<file path="config.mk">
export PLATFORM = sky130hd
export DESIGN_NAME = bankers_deadlock_avoidance_unit
export DESIGN_NICKNAME = d
export VERILOG_FILES = /design/src/hw/rtl/bda_pkg.sv /design/src/hw/rtl/bankers_deadlock_avoidance_unit.sv /design/src/hw/rtl/bda_lane.sv /design/src/hw/rtl/bda_merge.sv
export SDC_FILE = /design/constraint.sdc
export NUM_CORES = 2
export LEC_CHECK = 0
export ABC_CLOCK_PERIOD_IN_PS = 9500
export BUFFER_PORTS_ARGS = -buffer_cell sky130_fd_sc_hd__buf_4
export CELL_PAD_IN_SITES_DETAIL_PLACEMENT = 0
export CELL_PAD_IN_SITES_GLOBAL_PLACEMENT = 2
export CORE_AREA = 2 2 402 284
export DETAILED_ROUTE_END_ITERATION = 7
export DIE_AREA = 0 0 404 286
export GPL_TIMING_DRIVEN = 0
export PLACE_DENSITY_LB_ADDON = 0.1
export SLEW_MARGIN = 20
export SYNTH_ARGS = -nofsm -noshare
export SYNTH_HDL_FRONTEND = slang
export SYNTH_SLANG_ARGS = --single-unit
</file>
<file path="constraint.sdc">
create_clock -name clock -period 9.5 [get_ports clock]
set_clock_uncertainty 0.05 [all_clocks]
set_input_delay 0.475 -clock clock [delete_from_list [all_inputs] [get_ports clock]]
set_output_delay 0.475 -clock clock [all_outputs]
set_load 0.005 [all_outputs]
</file>
<file path="src/hw/rtl/bda_pkg.sv">
// Package: shared types and codes for the deadlock avoidance unit
package bda_pkg;
   localparam int NRES = 3;

   localparam logic [1:0] OP_REQUEST   = 2'd0;
   localparam logic [1:0] OP_RELEASE   = 2'd1;
   localparam logic [1:0] OP_SET_CLAIM = 2'd2;
   localparam logic [1:0] OP_SET_ALLOC = 2'd3;

   localparam logic [2:0] ST_DONE    = 3'd0;
   localparam logic [2:0] ST_CLAIM   = 3'd1;
   localparam logic [2:0] ST_WAIT    = 3'd2;
   localparam logic [2:0] ST_UNSAFE  = 3'd3;
   localparam logic [2:0] ST_OVERREL = 3'd4;
   localparam logic [2:0] ST_REJECT  = 3'd5;

   localparam logic [1:0] CSR_TOTAL0 = 2'd0;
   localparam logic [1:0] CSR_TOTAL1 = 2'd1;
   localparam logic [1:0] CSR_TOTAL2 = 2'd2;

   typedef struct packed {
      logic [1:0] req_type;
      logic [2:0] customer;
      logic [7:0] amount_res0;
      logic [7:0] amount_res1;
      logic [7:0] amount_res2;
   } req_type_type;

   typedef struct packed {
      logic [2:0] status;
      logic [7:0] avail_res0;
      logic [7:0] avail_res1;
      logic [7:0] avail_res2;
   } rsp_type;
endpackage

</file>
<file path="src/hw/rtl/bankers_deadlock_avoidance_unit.sv">
// Top level: banker's allocator with lane-parallel safety check
// Refused, release and load transactions finish without a safety check; a request runs
// one safety step per cycle, at most CUSTOMERS steps, before its response.
// Throughput: one transaction at a time; busy is high until rsp_valid.
// Each safety step retires one fitting customer chosen by the merge of all lanes.
// Reset clears totals, claims and allocations; results cannot stall.
module bankers_deadlock_avoidance_unit #(
   parameter int CUSTOMERS  = 5,
   parameter int COUNT_BITS = 8
) (
   input  logic                  clock,
   input  logic                  reset,
   input  logic                  start,
   output logic                  busy,
   input  bda_pkg::req_type_type req_data,
   output logic                  rsp_valid,
   output bda_pkg::rsp_type      rsp_data,
   input  logic                  csr_we,
   input  logic [1:0]            csr_index,
   input  logic [7:0]            csr_data
);
   import bda_pkg::*;

   localparam int CW = COUNT_BITS;
   localparam int IW = (CUSTOMERS > 1) ? $clog2(CUSTOMERS) : 1;
   localparam int SW = ((COUNT_BITS > 8) ? COUNT_BITS : 8) + $clog2(CUSTOMERS) + 1;
   localparam int WW = SW + 1;
   localparam logic [2:0] S_IDLE = 3'd0, S_EXEC = 3'd1, S_SAFE = 3'd2, S_FIN = 3'd3;

   logic [2:0]    state_ff, state_in;
   logic [7:0]    total_ff [NRES];
   logic [CW-1:0] claim_ff [CUSTOMERS][NRES];
   logic [CW-1:0] alloc_ff [CUSTOMERS][NRES];
   logic [SW-1:0] sum_ff [NRES];
   req_type_type  req_ff;
   logic [WW-1:0] work_ff [NRES];
   logic [CUSTOMERS-1:0] done_ff;
   logic [IW:0]   step_ff;
   logic          valid_ff, valid_in;
   logic [2:0]    status_ff;

   logic [CUSTOMERS-1:0] fits;
   logic          any;
   logic [IW-1:0] pick;
   logic [7:0]    amt [NRES];
   logic [SW-1:0] avail [NRES];
   logic [IW-1:0] cidx;
   logic          cust_ok;

   assign amt[0] = req_ff.amount_res0;
   assign amt[1] = req_ff.amount_res1;
   assign amt[2] = req_ff.amount_res2;
   assign cust_ok = ({29'd0, req_ff.customer} < 32'(CUSTOMERS));
   assign cidx = cust_ok ? IW'(req_ff.customer) : '0;

   always_comb begin
      for (int r = 0; r < NRES; r++)
         avail[r] = (SW'(total_ff[r]) > sum_ff[r]) ? SW'(total_ff[r]) - sum_ff[r] : '0;
   end

   genvar g;
   generate
      for (g = 0; g < CUSTOMERS; g++) begin : g_lane
         bda_lane #(.CW(CW), .WW(WW)) u_lane (
            .claim0(claim_ff[g][0]), .claim1(claim_ff[g][1]), .claim2(claim_ff[g][2]),
            .alloc0(alloc_ff[g][0]), .alloc1(alloc_ff[g][1]), .alloc2(alloc_ff[g][2]),
            .work0(work_ff[0]), .work1(work_ff[1]), .work2(work_ff[2]),
            .done_in(done_ff[g]), .fits(fits[g]));
      end
   endgenerate

   bda_merge #(.CUSTOMERS(CUSTOMERS), .IW(IW)) u_merge (.fits(fits), .any(any), .pick(pick));

   // checks for the current transaction
   logic bad_need, bad_avail, bad_rel, bad_claim, bad_alloc;
   logic [SW-1:0] nsum [NRES];
   always_comb begin
      bad_need = 1'b0; bad_avail = 1'b0; bad_rel = 1'b0;
      bad_claim = 1'b0; bad_alloc = 1'b0;
      for (int r = 0; r < NRES; r++) begin
         nsum[r] = sum_ff[r] - SW'(alloc_ff[cidx][r]) + SW'(amt[r]);
         if (SW'(amt[r]) + SW'(alloc_ff[cidx][r]) > SW'(claim_ff[cidx][r]) &&
             !(claim_ff[cidx][r] <= alloc_ff[cidx][r] && amt[r] == 8'd0))
            bad_need = 1'b1;
         if (SW'(amt[r]) > avail[r]) bad_avail = 1'b1;
         if (SW'(amt[r]) > SW'(alloc_ff[cidx][r])) bad_rel = 1'b1;
         if (SW'(amt[r]) > SW'({CW{1'b1}}) || amt[r] > total_ff[r] ||
             SW'(amt[r]) < SW'(alloc_ff[cidx][r]))
            bad_claim = 1'b1;
         if (SW'(amt[r]) > SW'(claim_ff[cidx][r]) || nsum[r] > SW'(total_ff[r]))
            bad_alloc = 1'b1;
      end
   end

   assign busy = (state_ff != S_IDLE);

   always_comb begin
      state_in = state_ff;
      unique case (state_ff)
         S_IDLE:  if (start) state_in = S_EXEC;
         S_EXEC:  state_in = (cust_ok && req_ff.req_type == OP_REQUEST && !bad_need && !bad_avail)
                             ? S_SAFE : S_IDLE;
         S_SAFE:  if (!any || step_ff == (IW+1)'(CUSTOMERS - 1)) state_in = S_FIN;
         S_FIN:   state_in = S_IDLE;
         default: state_in = S_IDLE;
      endcase
   end

   assign valid_in = (state_ff == S_EXEC && state_in == S_IDLE) || (state_ff == S_FIN);

   always_ff @(posedge clock) begin
      if (reset) begin
         state_ff <= S_IDLE;
         valid_ff <= 1'b0;
         for (int r = 0; r < NRES; r++) begin
            total_ff[r] <= '0;
            sum_ff[r] <= '0;
         end
         for (int c = 0; c < CUSTOMERS; c++)
            for (int r = 0; r < NRES; r++) begin
               claim_ff[c][r] <= '0;
               alloc_ff[c][r] <= '0;
            end
      end else begin
         state_ff <= state_in;
         valid_ff <= valid_in;
         if (csr_we) begin
            unique case (csr_index)
               CSR_TOTAL0: total_ff[0] <= csr_data;
               CSR_TOTAL1: total_ff[1] <= csr_data;
               CSR_TOTAL2: total_ff[2] <= csr_data;
               default: ;
            endcase
         end
         unique case (state_ff)
            S_IDLE: if (start) req_ff <= req_data;
            S_EXEC: begin
               if (!cust_ok) begin
                  status_ff <= ST_REJECT;
               end else begin
                  unique case (req_ff.req_type)
                     OP_REQUEST: begin
                        if (bad_need) begin
                           status_ff <= ST_CLAIM;
                        end else if (bad_avail) begin
                           status_ff <= ST_WAIT;
                        end else begin
                           for (int r = 0; r < NRES; r++) begin
                              alloc_ff[cidx][r] <= alloc_ff[cidx][r] + CW'(amt[r]);
                              sum_ff[r] <= sum_ff[r] + SW'(amt[r]);
                              work_ff[r] <= WW'(avail[r] - SW'(amt[r]));
                           end
                           done_ff <= '0;
                           step_ff <= '0;
                        end
                     end
                     OP_RELEASE: begin
                        if (bad_rel) status_ff <= ST_OVERREL;
                        else begin
                           status_ff <= ST_DONE;
                           for (int r = 0; r < NRES; r++) begin
                              alloc_ff[cidx][r] <= alloc_ff[cidx][r] - CW'(amt[r]);
                              sum_ff[r] <= sum_ff[r] - SW'(amt[r]);
                           end
                        end
                     end
                     OP_SET_CLAIM: begin
                        if (bad_claim) status_ff <= ST_REJECT;
                        else begin
                           status_ff <= ST_DONE;
                           for (int r = 0; r < NRES; r++)
                              claim_ff[cidx][r] <= CW'(amt[r]);
                        end
                     end
                     OP_SET_ALLOC: begin
                        if (bad_alloc) status_ff <= ST_REJECT;
                        else begin
                           status_ff <= ST_DONE;
                           for (int r = 0; r < NRES; r++) begin
                              alloc_ff[cidx][r] <= CW'(amt[r]);
                              sum_ff[r] <= nsum[r];
                           end
                        end
                     end
                     default: ;
                  endcase
               end
            end
            S_SAFE: begin
               step_ff <= step_ff + 1'b1;
               if (any) begin
                  done_ff[pick] <= 1'b1;
                  for (int r = 0; r < NRES; r++)
                     work_ff[r] <= work_ff[r] + WW'(alloc_ff[pick][r]);
               end
            end
            S_FIN: begin
               if (&done_ff) status_ff <= ST_DONE;
               else begin
                  status_ff <= ST_UNSAFE;
                  for (int r = 0; r < NRES; r++) begin
                     alloc_ff[cidx][r] <= alloc_ff[cidx][r] - CW'(amt[r]);
                     sum_ff[r] <= sum_ff[r] - SW'(amt[r]);
                  end
               end
            end
            default: ;
         endcase
      end
   end

   assign rsp_valid = valid_ff;
   assign rsp_data.status = status_ff;
   assign rsp_data.avail_res0 = avail[0][7:0];
   assign rsp_data.avail_res1 = avail[1][7:0];
   assign rsp_data.avail_res2 = avail[2][7:0];
endmodule

</file>
<file path="src/hw/rtl/bda_lane.sv">
// Lane: tests whether one customer's need fits the work vector
module bda_lane #(
   parameter int CW = 8,
   parameter int WW = 12
) (
   input  logic [CW-1:0] claim0, claim1, claim2,
   input  logic [CW-1:0] alloc0, alloc1, alloc2,
   input  logic [WW-1:0] work0, work1, work2,
   input  logic          done_in,
   output logic          fits
);
   logic [CW-1:0] n0, n1, n2;
   always_comb begin
      n0 = (claim0 > alloc0) ? claim0 - alloc0 : '0;
      n1 = (claim1 > alloc1) ? claim1 - alloc1 : '0;
      n2 = (claim2 > alloc2) ? claim2 - alloc2 : '0;
      fits = !done_in && (WW'(n0) <= work0) && (WW'(n1) <= work1) && (WW'(n2) <= work2);
   end
endmodule

</file>
<file path="src/hw/rtl/bda_merge.sv">
// Merge: picks the first fitting customer from the lane results
module bda_merge #(
   parameter int CUSTOMERS = 5,
   parameter int IW = 3
) (
   input  logic [CUSTOMERS-1:0] fits,
   output logic                 any,
   output logic [IW-1:0]        pick
);
   always_comb begin
      any = 1'b0;
      pick = '0;
      for (int i = CUSTOMERS - 1; i >= 0; i--) begin
         if (fits[i]) begin
            any = 1'b1;
            pick = IW'(i);
         end
      end
   end
endmodule

</file>
# Word-level counts from Yosys, hierarchy flattened
# Memories as Yosys holds them, arrays and structs flattened.
# Index checks and enable logic that the tools add are counted.
[totals]
register_bits = 45
ram_bits = 339
input_bits = 43
out_inout_bits = 29
mem_count = 5
[memory_table]
columns = ["memory", "words", "word_bits", "rd", "rd_ports_with_merged_regs", "wr", "line_no", "source"]
rows = [
  ["alloc_ff", 5, 24, 7, 0, 5, "bankers_deadlock_avoidance_unit.sv:33", "logic [CW-1:0] alloc_ff [CUSTOMERS][NRES];"],
  ["claim_ff", 5, 24, 6, 0, 5, "bankers_deadlock_avoidance_unit.sv:32", "logic [CW-1:0] claim_ff [CUSTOMERS][NRES];"],
  ["work_ff", 3, 13, 3, 0, 3, "bankers_deadlock_avoidance_unit.sv:36", "logic [WW-1:0] work_ff [NRES];"],
  ["sum_ff", 3, 12, 3, 0, 3, "bankers_deadlock_avoidance_unit.sv:34", "logic [SW-1:0] sum_ff [NRES];"],
  ["total_ff", 3, 8, 3, 0, 3, "bankers_deadlock_avoidance_unit.sv:31", "logic [7:0] total_ff [NRES];"],
]
[op_classes]
add_sub_neg = 46
magnitude_cmp = 60
n_eq_ne = 15
n_mux = 150
bitwise = 29
reduce_logical = 62
[op_table]
columns = ["op", "count"]
rows = [
  ["two-way mux 8 bit", 27],
  ["<= comparator 8 x 13 -> 1 bit", 15],
  ["greater-than comparator 8 bit", 24],
  ["two-way mux 12 bit", 15],
  ["subtractor 8 bit", 18],
  ["adder 12 x 8 -> 12 bit", 6],
  ["greater-than comparator 8 x 12 -> 1 bit", 6],
  ["subtractor 12 x 8 -> 12 bit", 6],
  ["two-way mux 1 bit", 69],
  ["two-way mux 3 bit", 17],
  ["two-way mux 24 bit", 2],
  ["OR reduction 24 bit", 2],
  ["adder 13 x 8 -> 13 bit", 3],
  ["two-way mux 13 bit", 3],
  ["subtractor 12 x 8 -> 13 bit", 3],
  ["greater-than comparator 12 x 8 -> 1 bit", 3],
  ["subtractor 8 x 12 -> 12 bit", 3],
  ["adder 8 x 8 -> 9 bit", 3],
  ["greater-than comparator 9 x 8 -> 1 bit", 3],
  ["bitwise OR 1 bit", 27],
  ["logical AND 1 bit", 26],
  ["two-way mux 5 bit", 5],
  ["adder 8 bit", 3],
  ["<= comparator 8 bit", 3],
  ["other kinds (33)", 70],
]

# Depth between registers and ports, before layout
# An unclocked memory read counts as a cell.
[depth]
depth_word = 21
mapped_depth = 38
ltp_nobuf = 36

# Hierarchy
# Synthesis repeated with hierarchy kept, for this count alone.
[unflattened]
hier_cells = 4726
area_unflattened_um2 = 42992.5
[by_module_without_submodules]
columns = ["mod", "instances", "cells_each", "area_per_inst_um2", "seq_area_each_um2"]
rows = [
  ["bankers_deadlock_avoidance_unit", 1, 3420, 33704.8, 13653.1],
  ["bda_lane (g_lane[0].u_lane ...)", 4, 254, 1814.2, 0.0],
  ["bda_lane (g_lane[4].u_lane)", 1, 282, 1981.9, 0.0],
  ["bda_merge", 1, 8, 48.8, 0.0],
]

# Worst setup path before layout
# OpenSTA, ideal clock, no wires.
[synth_path]
path_type = "reg2reg"
start = "reg req_ff[24] in the netlist's numbering"
end = "mem sum_ff[0][0] in the netlist's numbering, enable pin"
setup_time_ps = 394
t_arrival_ps = 6747
required_ps = 9056
path_slack_ps = 2310
stages_incl_launch_ff = 32
n_path_buf = 6
synth_period_minus_slack_ps = 7190
cell_sequence = "edfxtp_1 > clkbuf_1 > nand2b_1 > clkbuf_1 > buf_1 > clkbuf_1 > a21oi_1 > nor2_1 > a21oi_1 > o21ai_0 > inv_1 > fa_1 > inv_1 > fa_1 > nor2b_1 > o31a_1 > o21a_1 > nor2_1 > xor2_1 > inv_1 > ha_1 > nand2_1 > nor3_1 > nor2b_1 > a2111oi_0 > nand4_1 > nor4_1 > nand4b_4 > and3_1 > buf_6 > clkbuf_1 > nand2_1"
[synth_lines]
columns = ["element", "line_no", "source"]
rows = [
  ["from (decl)", "bankers_deadlock_avoidance_unit.sv:35", "req_type_type req_ff;"],
  ["from (signal assigned)", "bankers_deadlock_avoidance_unit.sv:136", "S_IDLE: if (start) req_ff <= req_data;"],
  ["to (decl)", "bankers_deadlock_avoidance_unit.sv:34", ""],
]

==> impl_summary.md <==
Place
The post-place instance area is 0.0415 mm². The HPWL after detailed placement is 147000 µm. Input and output buffers added on the ports amount to 71. Routability-driven placement finished with a final weighted congestion of 0.951.

Flow run
The tool flagged a number of max-cap violations equal to 0.

Route
The count of unresolved DRC violations after routing is 0. The wire length per cell is 29.3 µm. The number of antenna-violating nets in the routed design is 0. The number of vias per cell after detailed routing is 5.74. The number of vias after detailed routing is 34.6k. The length of the first detailed-routing pass in iterations is 6.

The final layout contains routed wiring with a total length of 177000 µm. The detailed router finished its first iteration with 3697 violations.

Synth
Counting flops and latches in the post-synthesis netlist gives 384. The synthesized design contains 380 enable-type register cells. Counting flops with an async set or reset pin after synthesis yields a share of 0. The most frequently used flop master after synthesis is sky130_fd_sc_hd__edfxtp_1.

During synthesis, Yosys emitted a total of 0 warnings. The net count after synthesis is 5045. Synthesis produced a netlist whose cell count is 4361.

In this run the cell area of the synthesized design comes to 0.0388 mm². In this run, distinct cell masters in the synthesized netlist total 80. A synthesized cell averages 8.90 µm². The fraction of the yosys area taken by sequential cells is 0.296.

Global route
For this run, the total global-route usage over all layers was measured as 0.300. The first global-routing pass estimated 246000 µm of wire. Global routing finished with a remaining overflow of 0. The initial antenna violation count is 3. The pin count of the biggest net entering global routing is 40. The via count of the first global-routing pass came to 32.9k.

Power
Dividing total power by cell area gives a power density of 125 mW/mm². The peak supply drop is 0.124 mV. The overall power consumption is 5.44 mW. Summed over all cells, the static leakage comes to 19.2 nW.

Clock tree
The number of buffers inserted during clock tree synthesis is 45. In this run the number of H-tree levels came out at 2. The maximum buffer depth of the clock tree is 3. The later pin in the worst-skew pair is clocked with a latency of 0.65 ns. The root buffer cell chosen for the clock tree is sky130_fd_sc_hd__clkbuf_16. For this design, the sink count on the clock tree is 384. The clock transition at the registers of the reported paths is 0.06 ns.

The clock tree from TritonCTS is yes.

Outcome
The flow ran to the end, and the final reports show no timing, DRC or antenna violations.

Floorplan
The die span in x is 404 µm. The initial standard-cell utilization of the core is 0.347. Row generation in the floorplan step produced 103 rows. The die outline area is 0.116 mm². The total core area is 0.112 mm². The die is 286 µm tall. The number of top-level design ports is 72.

Layout
The final layout contains 5212 nets. From synthesis to final layout, the design area changed by 11.8%. Measured on the finished design, the core utilization comes to 0.388.

In the final layout, the share of cells above drive strength 1 is 0.0761. The cell area after layout is 0.0434 mm².

Setup path
STA classifies the critical path startpoint as a flop. The cell type of the slowest stage on the worst timing path is sky130_fd_sc_hd__buf_1. The longest individual stage delay on the worst path is 0.66 ns. The most used cell along the critical path is sky130_fd_sc_hd__a21oi_1. The data required time at the worst endpoint is 9.81 ns. The worst setup path is of the reg2reg kind. STA puts the critical path data arrival time at 9.69 ns. The largest fanout of any net on the critical path is 10. The worst setup path is captured at a flop.

STA
For the pin with the worst max-slew slack, the measured transition is 1.16 ns. The period utilization is 0.988. The post-layout minimum cycle time is 9.38 ns.

Setup repair after global routing left no endpoint under its margin. The number of max-slew violations in the final report was 0. The count of final hold-check violations is 0.

In this run the tightest slew margin relative to its limit is 0.205. The final setup violation count is 0. Derived from the worst setup path, the maximum achievable clock frequency is 107 MHz.

Hold path
The min-delay analysis places its worst path in the category in2reg.
[layout by cell type (no fill, tap or decap), types with 25 or more instances in the layout]
cell type,instances
sky130_fd_sc_hd__a211oi_1,30
sky130_fd_sc_hd__a21o_1,189
sky130_fd_sc_hd__a21oi_1,347
sky130_fd_sc_hd__and2_1,106
sky130_fd_sc_hd__and3_1,58
sky130_fd_sc_hd__buf_4,79
sky130_fd_sc_hd__clkbuf_1,92
sky130_fd_sc_hd__clkbuf_16,45
sky130_fd_sc_hd__dlygate4sd3_1,29
sky130_fd_sc_hd__edfxtp_1,380
sky130_fd_sc_hd__fa_1,60
sky130_fd_sc_hd__ha_1,581
sky130_fd_sc_hd__inv_1,425
sky130_fd_sc_hd__mux2_2,25
sky130_fd_sc_hd__mux2i_1,36
sky130_fd_sc_hd__nand2_1,219
sky130_fd_sc_hd__nand2b_1,46
sky130_fd_sc_hd__nand3_1,48
sky130_fd_sc_hd__nand4_1,92
sky130_fd_sc_hd__nor2_1,453
sky130_fd_sc_hd__nor2b_1,101
sky130_fd_sc_hd__nor3_1,62
sky130_fd_sc_hd__o211ai_1,46
sky130_fd_sc_hd__o21a_1,81
sky130_fd_sc_hd__o21ai_0,165
sky130_fd_sc_hd__o21bai_1,54
sky130_fd_sc_hd__o221a_2,27
sky130_fd_sc_hd__o22ai_1,61
sky130_fd_sc_hd__or2_2,27
sky130_fd_sc_hd__xnor2_1,152
sky130_fd_sc_hd__xor2_1,68
[logic make-up (layout without fill, tap and decap cells)]
| family | after synthesis | after routing | synth area share |
|---|---|---|---|
| other | 1 | 2 | 0.0000966 |
| and+or+nand+nor | 1311 | 1311 | 0.166 |
| DFF | 384 | 384 | 0.296 |
| adders and majority gates | 641 | 641 | 0.218 |
| muxes | 61 | 61 | 0.0165 |
| AOI/OAI and AO/OA | 1181 | 1181 | 0.198 |
| buffers and inverters | 562 | 761 | 0.0556 |
| xor gates and xnor gates | 220 | 220 | 0.0496 |
[cells in the mapped netlist, types with 25 or more instances]
cell                       instances  share of area
sky130_fd_sc_hd__nand4_1          92          0.015
sky130_fd_sc_hd__mux2i_1          36         0.0093
sky130_fd_sc_hd__o22ai_1          61         0.0098
sky130_fd_sc_hd__mux2_2           25         0.0073
sky130_fd_sc_hd__o21ai_0         182          0.023
sky130_fd_sc_hd__a211oi_1         31         0.0060
sky130_fd_sc_hd__nand2b_1         46         0.0074
sky130_fd_sc_hd__or2_2            27         0.0044
sky130_fd_sc_hd__ha_1            581           0.19
sky130_fd_sc_hd__xnor2_1         152          0.034
sky130_fd_sc_hd__and3_1           58         0.0093
sky130_fd_sc_hd__nand2_1         227          0.022
sky130_fd_sc_hd__o211ai_1         46         0.0089
sky130_fd_sc_hd__o221a_2          27         0.0078
sky130_fd_sc_hd__o21bai_1         54          0.010
sky130_fd_sc_hd__edfxtp_1        380           0.29
sky130_fd_sc_hd__inv_1           425          0.041
sky130_fd_sc_hd__fa_1             60          0.031
sky130_fd_sc_hd__clkbuf_1        106          0.010
sky130_fd_sc_hd__a21oi_1         347          0.045
sky130_fd_sc_hd__o21a_1           81          0.016
sky130_fd_sc_hd__nor3_1           64         0.0083
sky130_fd_sc_hd__and2_1          106          0.017
sky130_fd_sc_hd__xor2_1           68          0.015
sky130_fd_sc_hd__nor2b_1         101          0.016
sky130_fd_sc_hd__nand3_1          48         0.0062
sky130_fd_sc_hd__nor2_1          457          0.044
sky130_fd_sc_hd__a21o_1          189          0.037
[critical path: cells and delay by family, from the launching register on]
kind                       cells  cell delay [ns]
and+or+nand+nor               10             2.00
buffers and inverters          5             2.13
AOI/OAI and AO/OA              9             3.07
xor gates and xnor gates       1             0.20
adders and majority gates      3             1.10
DFF                            1             0.51
[layout make-up]
type,count,area (µm²)
Fill cell,11462,68500
Multi-Input combinational cell,3415,25300
Sequential cell,384,11500
Tap cell,1470,1840
Inverter,425,1600
Clock buffer,55,1180
Timing Repair Buffer,120,1100
Buffer,137,604
Clock inverter,24,255
Antenna cell,1,2.50
[layer usage]
layer	wire length [µm]	global-route usage	vias up
li1	-	-	16055
met3	19800	0.108	142
met4	2660	0.0465	0
met2	67600	0.408	1390
met1	86600	0.454	17003
met5	0	0	-
[worst paths after layout]
kind                             startpoint               to  slack, ns  cells after the start
worst max-delay path             req_ff[24]     sum_ff[0][4]       0.12                     28
worst min-delay path            csr_data[7]  total_ff[0][23]       0.27                      2
worst max register to register   req_ff[24]     sum_ff[0][4]       0.12                     28
worst min register to register   done_ff[0]       done_ff[0]       0.56                      2
[registers in the layout, summed over array words and instances, names as in the netlist]
name       cells
claim_ff     120
state_ff       3
step_ff        4
done_ff        5
sum_ff        36
status_ff      3
req_ff         5
alloc_ff     120
rsp_valid      1
amt           24
work_ff       39
total_ff      24
[report_power, final]
part / total [mW] / leakage, nW / switching, mW / internal [mW]
clock: 1.85 / 0.692 / 0.850 / 1.00
sequential: 2.01 / 3.84 / 0.0917 / 1.92
combinational: 1.58 / 14.6 / 0.970 / 0.605
total: 5.44 / 19.2 / 1.91 / 3.53
[stage by stage]
step / TNS (ns) / worst slack (ns) / hold WS (ns) / instances
after floorplan: 0 / 2.31 / 0.475 / 4361
after global routing: 0 / 0.0299 / 0.283 / 6030
after detailed placement: -380.71 / -2.06 / 0.534 / 5915
after global placement: -465.57 / -2.13 / 0.511 / 5902
after CTS: 0 / 0.00321 / 0.238 / 6024
final: 0 / 0.117 / 0.267 / 6031
[what timing repair did]
item	CTS	global route
resized for setup	22	56
setup endpoints to repair	355	309
hold buffers	29	0
pin swaps	1	2
buffers inserted	1	6
endpoints found under the hold margin	29	0
Note: power is estimated with default switching activity, not from simulation.
